### src/hdl/mrc_pkg.sv
// Shared constants, register codes and transaction types for the mixed-radix
// index converter. No dependencies; imported by every module of the block.
`timescale 1ns / 1ps

package mrc_pkg;

  // Fixed geometry: four digit positions of four bits, a 16-bit flat index
  localparam int NUM_POS        = 4;
  localparam int DIGIT_BITS     = 4;
  localparam int MAX_DIGITS_DEF = 4;
  localparam int IDX_BITS       = 16;
  localparam int COUNT_BITS     = 3;
  localparam int RADIX_BITS     = DIGIT_BITS + 1;

  // Weight of position 0 is the product of the three radices after it
  localparam int W_BITS    = DIGIT_BITS * (NUM_POS - 1) + 1;
  localparam int PAIR_BITS = 2 * DIGIT_BITS + 1;
  localparam int TERM_BITS = DIGIT_BITS + W_BITS;
  localparam int SUM_BITS  = TERM_BITS + $clog2(NUM_POS);

  // Pipeline depths
  localparam int DIV_STEPS = IDX_BITS;
  localparam int IN_STAGES = 3;

  // Configuration port
  localparam int CFG_IDX_BITS  = 3;
  localparam int CFG_DATA_BITS = RADIX_BITS;

  localparam logic [CFG_IDX_BITS-1:0] REG_DIGIT_COUNT = 3'd0;
  localparam logic [CFG_IDX_BITS-1:0] REG_RADIX_ZERO  = 3'd1;
  localparam logic [CFG_IDX_BITS-1:0] REG_RADIX_ONE   = 3'd2;
  localparam logic [CFG_IDX_BITS-1:0] REG_RADIX_TWO   = 3'd3;
  localparam logic [CFG_IDX_BITS-1:0] REG_RADIX_THREE = 3'd4;

  localparam logic [COUNT_BITS-1:0] COUNT_RESET = 3'd4;
  localparam logic [RADIX_BITS-1:0] RADIX_RESET = 5'd2;

  // Operation codes
  localparam logic FUNC_ENCODE = 1'b0;
  localparam logic FUNC_DECODE = 1'b1;

  localparam logic [RADIX_BITS-1:0] RADIX_ONE = RADIX_BITS'(1);
  localparam logic [RADIX_BITS-1:0] RADIX_MAX = RADIX_BITS'(1 << DIGIT_BITS);
  localparam logic [DIGIT_BITS-1:0] DIGIT_MAX = '1;
  localparam logic [IDX_BITS-1:0]   INDEX_MAX = '1;

  typedef logic [NUM_POS-1:0][RADIX_BITS-1:0] radix_vec_t;
  typedef logic [NUM_POS-1:0][DIGIT_BITS-1:0] digit_vec_t;

  // Settled scaling derived from the configuration registers
  typedef struct packed {
    logic [NUM_POS-1:0][W_BITS-1:0] weight;
    radix_vec_t                     radix;
    logic [COUNT_BITS-1:0]          used;
  } mrc_scale_t;

  // Control travelling alongside each transaction
  typedef struct packed {
    logic valid;
    logic func;
  } mrc_ctl_t;

  // Input payload held in the entry stages
  typedef struct packed {
    digit_vec_t            digit;
    logic [IDX_BITS-1:0]   index;
  } mrc_item_t;

  // What one lane hands to the merge stage
  typedef struct packed {
    logic [IDX_BITS-1:0]  quot;
    logic [TERM_BITS-1:0] term;
    logic                 oor;
  } mrc_lane_res_t;

endpackage

### src/hdl/mrc_weights.sv
// Scaling unit: clamps radices, masks unused positions and forms position
// weights in two registered product levels. Depends on mrc_pkg.
`timescale 1ns / 1ps

module mrc_weights import mrc_pkg::*; #(
  parameter int MAX_DIGITS = MAX_DIGITS_DEF
) (
  input  logic                  clk,
  input  logic [COUNT_BITS-1:0] digit_count,
  input  radix_vec_t            radix,
  output mrc_scale_t            scale
);

  localparam int CAP_RAW = (MAX_DIGITS < NUM_POS) ? MAX_DIGITS : NUM_POS;
  localparam logic [COUNT_BITS-1:0] CAP = COUNT_BITS'(CAP_RAW);
  localparam int TRIPLE_BITS = RADIX_BITS + PAIR_BITS;

  logic [COUNT_BITS-1:0]  used_c;
  radix_vec_t             u_c;
  radix_vec_t             u1_q;
  logic [COUNT_BITS-1:0]  used1_q;
  logic [PAIR_BITS-1:0]   pair_q;
  logic [TRIPLE_BITS-1:0] triple_c;

  // Effective count and radices; unused positions weigh as radix one
  always_comb begin
    used_c = (digit_count > CAP) ? CAP : digit_count;
    for (int j = 0; j < NUM_POS; j++) begin
      if (COUNT_BITS'(j) >= used_c) begin
        u_c[j] = RADIX_ONE;
      end else if (radix[j] == '0) begin
        u_c[j] = RADIX_ONE;
      end else if (radix[j] > RADIX_MAX) begin
        u_c[j] = RADIX_MAX;
      end else begin
        u_c[j] = radix[j];
      end
    end
  end

  // Level one: product of the two least significant radices
  always_ff @(posedge clk) begin
    u1_q    <= u_c;
    used1_q <= used_c;
    pair_q  <= PAIR_BITS'(u_c[2]) * PAIR_BITS'(u_c[3]);
  end

  assign triple_c = TRIPLE_BITS'(u1_q[1]) * TRIPLE_BITS'(pair_q);

  // Level two: weights of every position
  always_ff @(posedge clk) begin
    scale.weight[0] <= triple_c[W_BITS-1:0];
    scale.weight[1] <= W_BITS'(pair_q);
    scale.weight[2] <= W_BITS'(u1_q[3]);
    scale.weight[3] <= W_BITS'(1);
    scale.radix     <= u1_q;
    scale.used      <= used1_q;
  end

endmodule

### src/hdl/mrc_lane.sv
// One digit lane: a restoring quotient pipeline (one bit a stage) dividing the
// flat index by this position's weight, plus the encode term. Uses mrc_pkg.
`timescale 1ns / 1ps

module mrc_lane import mrc_pkg::*; (
  input  logic                  clk,
  input  logic [DIGIT_BITS-1:0] digit,
  input  logic [IDX_BITS-1:0]   index,
  input  logic [W_BITS-1:0]     weight,
  input  logic [RADIX_BITS-1:0] radix,
  input  logic                  used,
  output mrc_lane_res_t         res
);

  localparam int LAST = DIV_STEPS - 1;

  logic [W_BITS-1:0]     rem_q   [DIV_STEPS];
  logic [IDX_BITS-1:0]   work_q  [DIV_STEPS];
  logic [W_BITS-1:0]     rem_n   [DIV_STEPS];
  logic [IDX_BITS-1:0]   work_n  [DIV_STEPS];
  logic [W_BITS-1:0]     src_rem [DIV_STEPS];
  logic [IDX_BITS-1:0]   src_work[DIV_STEPS];
  logic [W_BITS:0]       trial   [DIV_STEPS];
  logic                  ge      [DIV_STEPS];
  logic [DIGIT_BITS-1:0] digit_q [LAST];
  logic [TERM_BITS-1:0]  term_q;
  logic                  oor_q;

  // One quotient bit per stage, most significant first
  for (genvar k = 0; k < DIV_STEPS; k++) begin : g_step
    if (k == 0) begin : g_head
      assign src_rem[k]  = '0;
      assign src_work[k] = index;
    end else begin : g_body
      assign src_rem[k]  = rem_q[k-1];
      assign src_work[k] = work_q[k-1];
    end
    assign trial[k]  = {src_rem[k], src_work[k][IDX_BITS-1]};
    assign ge[k]     = trial[k] >= {1'b0, weight};
    assign rem_n[k]  = ge[k] ? W_BITS'(trial[k] - {1'b0, weight}) : trial[k][W_BITS-1:0];
    assign work_n[k] = {src_work[k][IDX_BITS-2:0], ge[k]};
  end

  always_ff @(posedge clk) begin
    for (int k = 0; k < DIV_STEPS; k++) begin
      rem_q[k]  <= rem_n[k];
      work_q[k] <= work_n[k];
    end
  end

  // Digit rides along; encode term and range check land with the quotient
  always_ff @(posedge clk) begin
    digit_q[0] <= digit;
    for (int k = 1; k < LAST; k++) begin
      digit_q[k] <= digit_q[k-1];
    end
    term_q <= used ? TERM_BITS'(digit_q[LAST-1]) * TERM_BITS'(weight) : '0;
    oor_q  <= used && (RADIX_BITS'(digit_q[LAST-1]) >= radix);
  end

  assign res.quot = work_q[LAST];
  assign res.term = term_q;
  assign res.oor  = oor_q;

endmodule

### src/hdl/mrc_merge.sv
// Merge stage: sums lane terms for encode, turns lane quotients into digits
// for decode, and registers the result transaction. Depends on mrc_pkg.
`timescale 1ns / 1ps

module mrc_merge import mrc_pkg::*; (
  input  logic                clk,
  input  logic                rst,
  input  mrc_ctl_t            ctl,
  input  mrc_lane_res_t       res [NUM_POS],
  input  mrc_scale_t          scale,
  output logic                done,
  output logic [IDX_BITS-1:0] flat,
  output digit_vec_t          digit,
  output logic                oor
);

  localparam int CARRY_BITS = 2 * DIGIT_BITS;

  logic [SUM_BITS-1:0]   sum_c;
  logic                  enc_oor_c;
  logic                  dec_oor_c;
  digit_vec_t            digit_c;
  logic [CARRY_BITS-1:0] carry_c [NUM_POS];

  // Encode: add the weighted terms, flag any digit at or above its radix
  always_comb begin
    sum_c     = '0;
    enc_oor_c = 1'b0;
    for (int i = 0; i < NUM_POS; i++) begin
      sum_c     = sum_c + SUM_BITS'(res[i].term);
      enc_oor_c = enc_oor_c | res[i].oor;
    end
  end

  // Decode: digit i = floor(x/w_i) - radix_i * floor(x/w_(i-1)), exact mod 2^DIGIT_BITS
  always_comb begin
    dec_oor_c  = res[0].quot >= IDX_BITS'(scale.radix[0]);
    carry_c[0] = '0;
    if (scale.used == '0) begin
      digit_c[0] = '0;
    end else if (res[0].quot > IDX_BITS'(DIGIT_MAX)) begin
      digit_c[0] = DIGIT_MAX;
    end else begin
      digit_c[0] = res[0].quot[DIGIT_BITS-1:0];
    end
    for (int i = 1; i < NUM_POS; i++) begin
      carry_c[i] = CARRY_BITS'(res[i-1].quot[DIGIT_BITS-1:0]) *
                   CARRY_BITS'(scale.radix[i][DIGIT_BITS-1:0]);
      if (COUNT_BITS'(i) < scale.used) begin
        digit_c[i] = res[i].quot[DIGIT_BITS-1:0] - carry_c[i][DIGIT_BITS-1:0];
      end else begin
        digit_c[i] = '0;
      end
    end
  end

  // Result strobe
  always_ff @(posedge clk) begin
    if (rst) begin
      done <= 1'b0;
    end else begin
      done <= ctl.valid;
    end
  end

  // Result payload
  always_ff @(posedge clk) begin
    if (ctl.func == FUNC_ENCODE) begin
      flat  <= (enc_oor_c || (sum_c > SUM_BITS'(INDEX_MAX))) ? INDEX_MAX
                                                           : sum_c[IDX_BITS-1:0];
      digit <= '0;
      oor   <= enc_oor_c;
    end else begin
      flat  <= '0;
      digit <= digit_c;
      oor   <= dec_oor_c;
    end
  end

endmodule

### src/hdl/mixed_radix_index_convert.sv
// Mixed-radix index converter, top level: configuration registers, entry
// stages, digit lanes and merge. Depends on mrc_pkg, mrc_weights, mrc_lane, mrc_merge.
`timescale 1ns / 1ps
//
// Usage
//   Command channel: a transaction is taken at a rising edge with start high
//   and busy low. func selects encode (digits to flat index) or decode (flat
//   index to digits). busy is high only while rst is held.
//   Result channel: done is high for exactly one cycle with flat_index_out,
//   the four digit outputs and out_of_range; the result is taken at the edge
//   that ends that cycle. The receiver cannot stall, so nothing is held back.
//   Depth: a transaction passes three entry stages, sixteen quotient steps and
//   one merge register, a depth set by the bit-per-stage quotient pipeline in
//   each lane.
//   Throughput: one transaction per cycle, back to back, in order.
//   Configuration: cfg_write with cfg_index and cfg_data writes one register
//   (0 digit_count, 1 to 4 radix_zero to radix_three); other indexes are
//   ignored. Writes made while the block is idle apply to transactions
//   started at or after the write edge.
//   Reset: synchronous; clears in-flight transactions and restores a count of
//   four with every radix at two.

module mixed_radix_index_convert import mrc_pkg::*; #(
  parameter int MAX_DIGITS = MAX_DIGITS_DEF
) (
  input  logic                     clk,
  input  logic                     rst,
  input  logic                     cfg_write,
  input  logic [CFG_IDX_BITS-1:0]  cfg_index,
  input  logic [CFG_DATA_BITS-1:0] cfg_data,
  input  logic                     start,
  output logic                     busy,
  input  logic                     func,
  input  logic [DIGIT_BITS-1:0]    digit_in_zero,
  input  logic [DIGIT_BITS-1:0]    digit_in_one,
  input  logic [DIGIT_BITS-1:0]    digit_in_two,
  input  logic [DIGIT_BITS-1:0]    digit_in_three,
  input  logic [IDX_BITS-1:0]      flat_index_in,
  output logic                     done,
  output logic [IDX_BITS-1:0]      flat_index_out,
  output logic [DIGIT_BITS-1:0]    digit_out_zero,
  output logic [DIGIT_BITS-1:0]    digit_out_one,
  output logic [DIGIT_BITS-1:0]    digit_out_two,
  output logic [DIGIT_BITS-1:0]    digit_out_three,
  output logic                     out_of_range
);

  localparam int LANES     = (MAX_DIGITS < NUM_POS) ? MAX_DIGITS : NUM_POS;
  localparam int CTL_DEPTH = IN_STAGES + DIV_STEPS;
  // Sampled strobe trails the sampled accept by the control depth plus the merge register
  localparam int LATENCY   = CTL_DEPTH + 1;

  logic                  accept;
  logic [COUNT_BITS-1:0] digit_count;
  radix_vec_t            radix;
  mrc_scale_t            scale;
  mrc_ctl_t              ctl_q  [CTL_DEPTH];
  mrc_item_t             item_q [IN_STAGES];
  mrc_lane_res_t         lane_res [NUM_POS];
  logic [NUM_POS-1:0]    lane_used;
  digit_vec_t            digit_res;

  assign busy   = rst;
  assign accept = start && !busy;

  // Configuration registers
  always_ff @(posedge clk) begin
    if (rst) begin
      digit_count <= COUNT_RESET;
      for (int j = 0; j < NUM_POS; j++) begin
        radix[j] <= RADIX_RESET;
      end
    end else if (cfg_write) begin
      unique case (cfg_index)
        REG_DIGIT_COUNT: digit_count <= cfg_data[COUNT_BITS-1:0];
        REG_RADIX_ZERO:  radix[0]    <= cfg_data;
        REG_RADIX_ONE:   radix[1]    <= cfg_data;
        REG_RADIX_TWO:   radix[2]    <= cfg_data;
        REG_RADIX_THREE: radix[3]    <= cfg_data;
        default: begin
        end
      endcase
    end
  end

  mrc_weights #(
    .MAX_DIGITS (MAX_DIGITS)
  ) u_weights (
    .clk         (clk),
    .digit_count (digit_count),
    .radix       (radix),
    .scale       (scale)
  );

  // Transaction control pipeline, aligned with the lanes
  always_ff @(posedge clk) begin
    if (rst) begin
      for (int k = 0; k < CTL_DEPTH; k++) begin
        ctl_q[k] <= '0;
      end
    end else begin
      ctl_q[0].valid <= accept;
      ctl_q[0].func  <= func;
      for (int k = 1; k < CTL_DEPTH; k++) begin
        ctl_q[k] <= ctl_q[k-1];
      end
    end
  end

  // Entry stages; the scaling unit has settled by the time they drain
  always_ff @(posedge clk) begin
    item_q[0].digit[0] <= digit_in_zero;
    item_q[0].digit[1] <= digit_in_one;
    item_q[0].digit[2] <= digit_in_two;
    item_q[0].digit[3] <= digit_in_three;
    item_q[0].index    <= flat_index_in;
    for (int k = 1; k < IN_STAGES; k++) begin
      item_q[k] <= item_q[k-1];
    end
  end

  // Digit lanes; positions beyond the lane count stay silent
  for (genvar i = 0; i < NUM_POS; i++) begin : g_lane
    assign lane_used[i] = COUNT_BITS'(i) < scale.used;
    if (i < LANES) begin : g_on
      mrc_lane u_lane (
        .clk    (clk),
        .digit  (item_q[IN_STAGES-1].digit[i]),
        .index  (item_q[IN_STAGES-1].index),
        .weight (scale.weight[i]),
        .radix  (scale.radix[i]),
        .used   (lane_used[i]),
        .res    (lane_res[i])
      );
    end else begin : g_off
      assign lane_res[i] = '0;
    end
  end

  mrc_merge u_merge (
    .clk   (clk),
    .rst   (rst),
    .ctl   (ctl_q[CTL_DEPTH-1]),
    .res   (lane_res),
    .scale (scale),
    .done  (done),
    .flat  (flat_index_out),
    .digit (digit_res),
    .oor   (out_of_range)
  );

  assign digit_out_zero  = digit_res[0];
  assign digit_out_one   = digit_res[1];
  assign digit_out_two   = digit_res[2];
  assign digit_out_three = digit_res[3];

`ifndef SYNTHESIS
  // Every accepted transaction comes out after the fixed latency
  a_latency: assert property (@(posedge clk) disable iff (rst)
    accept |-> ##LATENCY done)
    else $error("accepted transaction did not complete on time");

  // No result without a transaction accepted one latency earlier
  a_no_orphan: assert property (@(posedge clk) disable iff (rst)
    done |-> $past(accept, LATENCY))
    else $error("result strobe without a matching transaction");

  // Non-zero digits only come from decode, which leaves the flat index at zero
  a_mode_excl: assert property (@(posedge clk) disable iff (rst)
    (done && (digit_out_zero != '0 || digit_out_one != '0 ||
              digit_out_two != '0 || digit_out_three != '0))
      |-> (flat_index_out == '0))
    else $error("digits and flat index both non-zero in one result");
`endif

endmodule
### config.mk
export PLATFORM = sky130hd
export DESIGN_NAME = mixed_radix_index_convert
export DESIGN_NICKNAME = d
export VERILOG_FILES = /design/src/hdl/mrc_pkg.sv /design/src/hdl/mrc_weights.sv /design/src/hdl/mrc_lane.sv /design/src/hdl/mrc_merge.sv /design/src/hdl/mixed_radix_index_convert.sv
export SDC_FILE = /design/constraint.sdc
export NUM_CORES = 2
export LEC_CHECK = 0
export ABC_CLOCK_PERIOD_IN_PS = 5300
export BUFFER_PORTS_ARGS = -buffer_cell sky130_fd_sc_hd__buf_2
export CAP_MARGIN = 40
export CELL_PAD_IN_SITES_DETAIL_PLACEMENT = 0
export CELL_PAD_IN_SITES_GLOBAL_PLACEMENT = 2
export CORE_AREA = 8 8 450 452
export CTS_CLUSTER_SIZE = 12
export DETAILED_ROUTE_END_ITERATION = 7
export DIE_AREA = 0 0 458 460
export GPL_TIMING_DRIVEN = 0
export PLACE_DENSITY_LB_ADDON = 0.08
export SETUP_SLACK_MARGIN = 0.3
export SLEW_MARGIN = 20
export SYNTH_ARGS = -nofsm -noshare
export SYNTH_HDL_FRONTEND = slang
export SYNTH_SLANG_ARGS = --single-unit
export TNS_END_PERCENT = 10
### constraint.sdc
create_clock -name clk -period 5.3 [get_ports clk]
set_clock_uncertainty 0.2 [all_clocks]
set_input_delay 0.265 -clock clk [delete_from_list [all_inputs] [get_ports clk]]
set_output_delay 0.265 -clock clk [all_outputs]
set_load 0.01 [all_outputs]
* Word-level counts from Yosys, hierarchy flattened
Memories as Yosys holds them, arrays and structs flattened. Index checks and enable logic that the tools add are counted.
Storage, ports and cells: register bits after elaboration 193, input port bits 45, output and inout bits 35, bits in writable memories 2230, memories kept 14
Operators by class: multiplexer cells 99, bitwise operators 24, add/sub/neg operators 70, $mul 8, reduce and logical (&&, ||, !) cells 26, order comparisons 84, eq/ne operators 4
Memories:
- g_lane[0].g_on.u_lane.work_q | words 16, bits a word 16, rd ports 16, clocked after Yosys merged registers in 0, write ports 16, RTL line mrc_lane.sv:18 | logic [IDX_BITS-1:0] work_q [DIV_STEPS];
- g_lane[1].g_on.u_lane.work_q | words 16, bits a word 16, rd ports 16, clocked after Yosys merged registers in 0, write ports 16, RTL line mrc_lane.sv:18
- g_lane[2].g_on.u_lane.work_q | words 16, bits a word 16, rd ports 16, clocked after Yosys merged registers in 0, write ports 16, RTL line mrc_lane.sv:18
- g_lane[3].g_on.u_lane.work_q | words 16, bits a word 16, rd ports 16, clocked after Yosys merged registers in 0, write ports 16, RTL line mrc_lane.sv:18
- g_lane[0].g_on.u_lane.rem_q | words 16, bits a word 13, rd ports 15, clocked after Yosys merged registers in 0, write ports 16, RTL line mrc_lane.sv:17 | logic [W_BITS-1:0] rem_q [DIV_STEPS];
- g_lane[1].g_on.u_lane.rem_q | words 16, bits a word 13, rd ports 15, clocked after Yosys merged registers in 0, write ports 16, RTL line mrc_lane.sv:17
- 8 more memories
Operators with widths (count):
- $mux W13 | 64
- $ge A14 B1 Y1 const B | 15
- $ge A14 B13 Y1 | 15
- $ge A14 B5 Y1 | 15
- $ge A14 B9 Y1 | 15
- $sub A13 B1 Y13 const B | 15
- $sub A13 B13 Y13 | 15
- $sub A13 B5 Y13 | 15
- $sub A13 B9 Y13 | 15
- $mux W5 | 8
- $mux W2 | 18
- $or A1 B1 Y1 | 23
- $ge A4 B5 Y1 | 4
- $gt A5 B5 Y1 const B | 4
- $logic_not A5 Y1 | 4
- $add A19 B17 Y19 | 1
- $add A19 B4 Y19 | 1
- $gt A19 B16 Y1 const B | 1
- $add A17 B17 Y18 | 1
- $mul A4 B13 Y17 | 1
- $ge A16 B5 Y1 | 1
- $gt A16 B4 Y1 const B | 1
- $mux W16 | 1
- $reduce_and A2 Y1 | 8
- 32 further kinds | 54

* Longest topological paths before layout
depth after elaboration 6, mapped depth 19, depth with buffers taken out 18

* By module
A second synthesis with hierarchy kept.
Unflattened totals: cell total of the unflattened synthesis 9918, area total of the unflattened synthesis 105866.5 um2
Modules (own cells, without submodules):
- mrc_lane (g_lane[0].g_on.u_lane) | sequential area each 10590.2 um2, cells an instance 2230, times used 1, area each 23832.9 um2
- mrc_lane (g_lane[1].g_on.u_lane) | sequential area each 10590.2 um2, cells an instance 2193, times used 1, area each 23660.2 um2
- mrc_lane (g_lane[3].g_on.u_lane) | sequential area each 10590.2 um2, cells an instance 2183, times used 1, area each 23232.3 um2
- mrc_lane (g_lane[2].g_on.u_lane) | sequential area each 10590.2 um2, cells an instance 2184, times used 1, area each 23204.8 um2
- mrc_weights | sequential area each 1541.5 um2, cells an instance 395, times used 1, area each 4031.4 um2
- mrc_merge | sequential area each 680.7 um2, cells an instance 466, times used 1, area each 3968.8 um2
- mixed_radix_index_convert | sequential area each 3143.0 um2, cells an instance 267, times used 1, area each 3936.3 um2

* Worst setup path after synthesis
Ideal clock, no wire load.
path type reg-to-reg, from register u_weights.scale[24] (netlist name), to register g_lane[0].g_on.u_lane.term_q[16], stages on the path, launching flop included 15, data arrival time 3948 ps, clock period less this slack 4294 ps, library setup time 146 ps, path slack 1006 ps, path through dfxtp_1 > nand2_1 > fa_1 > fa_1 > inv_1 > fa_1 > a21oi_1 > o21bai_1 > a21oi_1 > o21ai_0 > a41oi_1 > a21oi_1 > a31oi_1 > xor2_1 > nor2_1
On the way: longest elaborated chain between the ends 1
RTL lines:
- $mul A4 B13 Y17 | RTL line mrc_lane.sv:57 | term_q <= used ? TERM_BITS'(digit_q[LAST-1]) * TERM_BITS'(weight) : '0;
- end signal, assigned | RTL line mrc_lane.sv:57
- end, declared | RTL line mrc_lane.sv:26 | logic [TERM_BITS-1:0] term_q;
Every way passes these cells. A chain may end at the register's enable or synchronous reset.

* Worst setup path in the final report
from register g_lane[0].g_on.u_lane.term_q[0], to register u_merge.flat[8]
On the way: longest elaborated chain between the ends 6
RTL lines:
- $add A17 B17 Y18 (*) | RTL line mrc_merge.sv:30 | sum_c = sum_c + SUM_BITS'(res[i].term);
- $add A19 B17 Y19 (*) | RTL line mrc_merge.sv:30
- $add A19 B4 Y19 (*) | RTL line mrc_merge.sv:30
- $gt A19 B16 Y1 | RTL line mrc_merge.sv:69 | flat <= (enc_oor_c || (sum_c > SUM_BITS'(INDEX_MAX))) ? INDEX_MAX
- $logic_or A1 B1 Y1 | RTL line mrc_merge.sv:69
- $mux W16 (*) | RTL line mrc_merge.sv:69
- end signal, assigned | RTL line mrc_merge.sv:69
- end, declared | RTL line mrc_merge.sv:12 | output logic [IDX_BITS-1:0] flat,
Mark *: on every way between the ends. The rest lies on a longest branch, timed or not.

==> metrics.txt <==
final total power=0.0473 W; final hold vios=0; hold path depth=3; FF-to-FF End=u_merge.flat[8]; WHS=108 ps; Clock Path Buffers=3; Die W=458 microns; I/O Buffers=78; initial antenna violation count=5; sequential fraction of the synthesis area=0.470; worst hold path startpoint=cfg_data[1]; fillers=around 19000; area leader, netlist=dfxtp_1; number of flops mapped to enable cells by yosys=0; total CTS buffers=between 150 and 200; Synth Register Bits=1592; DRC Markers=0; Routed WL=165 mm; reg2reg setup slack=520 ps; Synth Warn #=0; syn_area_per_cell=10.1 sq um; vias post-DR=about 46000; ANT nets after route=0; area growth from synthesis to layout=16.4%; Ports=80; fin crit share=0.902; R2R cell count=19; Row Count=163; CTS Sinks=about 1600; Final setup viols=0; Post-Syn Area=0.0678 sq mm; grt ovf=0; synth top area cells=dfxtp_1 (47%), ha_1 (11%), xnor2_1 (4.1%); Crit-path slowest cell=fa_1; Final min period=4780 ps; Critical Path, Cell by Cell=ha_1, inv_1, fa_1, nor2b_1, o31a_1, o21ai_1, a21boi_0, ha_1, ha_1, o21a_1, nor2_1, a21oi_1, a31oi_1, a21oi_1, and3_1, a211o_1, nand2_1, clkbuf_4, a21oi_2; maximum fanout along the worst path=10; worst path arrival time=5260 ps; Top FF cell, synth=dfxtp_1; final design utilization=0.403; Iter 0 DRT Violations=1900; Die H=460 microns; Worst VDD drop=305 uV; CP startpoint=g_lane[0].g_on.u_lane.term_q[0]; vias per inst=4.68; Mapped Nets=approximately 7500; post-synth cell types=between 70 and 80; Synth top area share=0.470; Clk pin slew, worst setup/hold paths=60 ps; share of layout cells above drive strength 1=0.0865; RSZ-0062 raised after global routing=true; WL per Instance=16.9 microns; pwr/cell area=600 mW/mm^2; Max-slew headroom=0.389; Final Non-Filler Cells=slightly below 10000; total track usage=0.154; Hold EP=radix[6]; dpl hpwl=125 mm; crit end category=register; placed cell count=around 9400; Critical Path Max Stage Delay=410 ps; delay-heaviest family, CP=compound AO/OA/AOI/OAI gates; Nets=7847; Skew-Pair Late Insertion Delay=820 ps; Worst setup SP type=register; Synth Instances=6707; status=complete, no violations; Leak=34.2 nW; post-synthesis async set-or-reset flop share=0; Max Cap Violations=0; Hold Crit Class=in2reg; number of setup buffers added after CTS=0; Initial Utilization=0.346; Worst path most repeated cell=ha_1; CTS Root Cell=clkbuf_16; r2r startpoint=g_lane[0].g_on.u_lane.term_q[0]; DRT Pass-1 Iters=5; f_max=about 0.21 GHz; GP Congestion=between 0.7 and 0.8; CP Buf/Inv Count=2; via count of the first global-routing pass=46200; WP data required=5780 ps; CORE AREA=0.196 sq mm; CTS tree=done; largest net degree at the start of global routing=22; Crit Path Category=reg2reg; global-route wire length before repair=258 mm; total die area=between 0.2 and 0.25 sq mm; H-tree depth=4; final max-slew violation count=0; Worst Tran Pin Value=910 ps
## placed cells by master, fill, tap and decap left out, types with 39 or more instances in the layout
cell and n:
nor4_1 114, nand4_1 81, clkbuf_16 185, or4_1 39, a21o_1 104, nand2_1 458
inv_1 381, clkbuf_1 107, nand3_1 115, a21oi_1 448, o21ai_0 233, mux2i_1 62
dlygate4sd3_1 89, fa_1 127, nor2b_1 174, nor3_1 167, and2_1 94, mux2_2 138
ha_1 603, nor2_1 511, xor2_1 271, xnor2_1 320, dfxtp_1 1586, buf_2 88
nand2b_1 120
## metrics by stage
stage | area [sq um] | TNS [ps] | worst slack (ps)
after floorplan | 67800 | 0 | 1010
after global placement | 71400 | -198800 | -1230
after detailed placement | 71600 | 0 | 64.4
after CTS | 78800 | 0 | 153
after global routing | 78900 | 0 | 235
final | 78900 | 0 | 521
## cell families after synthesis
family	synth area share
muxes	0.0321
DFF	0.470
buffers and inverters	0.0279
adders and majority gates	0.149
xor gates and xnor gates	0.0764
other	0.0000553
and+or+nand+nor	0.150
AOI/OAI and AO/OA	0.0946
## cell usage after synthesis (all sizes together) (17+ instances only)
| library cell | instances |
|---|---|
| nand3 | 115 |
| or4 | 39 |
| xnor2 | 320 |
| fa | 127 |
| nor4 | 117 |
| nor3 | 168 |
| or3 | 32 |
| and3 | 24 |
| dfxtp | 1592 |
| nor2 | 512 |
| ha | 603 |
| and2 | 94 |
| xor2 | 271 |
| a21boi | 17 |
| o31ai | 22 |
| nand4 | 81 |
| o41ai | 30 |
| nand2b | 123 |
| inv | 405 |
| mux2 | 138 |
| o21a | 26 |
| o21ai | 234 |
| nor2b | 174 |
| nand2 | 460 |
| a21oi | 455 |
| a21o | 104 |
| or2 | 25 |
| mux2i | 62 |
| nand3b | 17 |
| clkbuf | 81 |
| o21bai | 37 |
## flip-flops by register name, summed over array words and instances (netlist names), 20 cells and up
name and flops:
g_lane.g_on.u_lane.rem_q 751, g_lane.g_on.u_lane.term_q 43, g_lane.g_on.u_lane.work_q 286, u_weights.scale 45, radix 20, u_weights.u1_q 20
ctl_q 38, g_lane.g_on.u_lane.digit_q 240, item_q 96
## layer usage
metal  GRT usage  vias up  routed length, microns  share of wire
met4      0.0424        0                    3840          0.023
li1            -    23800                       -              -
met5           0        -                       0              0
met3      0.0234      231                    4980          0.030
met1       0.211    21200                   82500           0.50
met2       0.252      490                   73700           0.45
## cell type report
cell class / instances / area (sq um) / area share
Clock inverter: 75 / 1220 / 0.0155
Clock buffer: 236 / 5070 / 0.0643
Antenna cell: 5 / 12.5 / 0.000159
Sequential cell: 1592 / 31900 / 0.404
Tap cell: 2557 / 3200 / 0.0406
Timing Repair Buffer: 182 / 1550 / 0.0196
Multi-Input combinational cell: 4616 / 34100 / 0.432
Inverter: 406 / 1520 / 0.0193
Buffer: 93 / 367 / 0.00465
## what timing repair did
action / 4_1_cts / 5_1_grt
resized for setup: 4 / 7
endpoints found under the setup margin: 7 / 11
hold buffers: 89 / 0
endpoints found under the hold margin: 94 / 0
## tightest hold or removal path: stages
cell	delay, ps
dlygate4sd3_1	510
buf_2	180
a211o_1	130
## how the worst max path moves through the flow
stage,end,slack (ps),depth (start not counted)
floorplan,g_lane[0].g_on.u_lane.term_q[16],1010,14
global placement,g_lane[2].g_on.u_lane.rem_q[1][61],-1230,9
detailed placement,u_merge.flat[5],60,19
CTS,u_merge.flat[7],150,19
global route,u_merge.flat[8],230,19
finish,u_merge.flat[8],520,19
## power breakdown
part | internal [W] | switching (W)
clock network | 0.00800 | 0.00496
logic | 0.00801 | 0.00893
registers | 0.0153 | 0.00210
No activity file was read; power rests on OpenSTA's default activity.
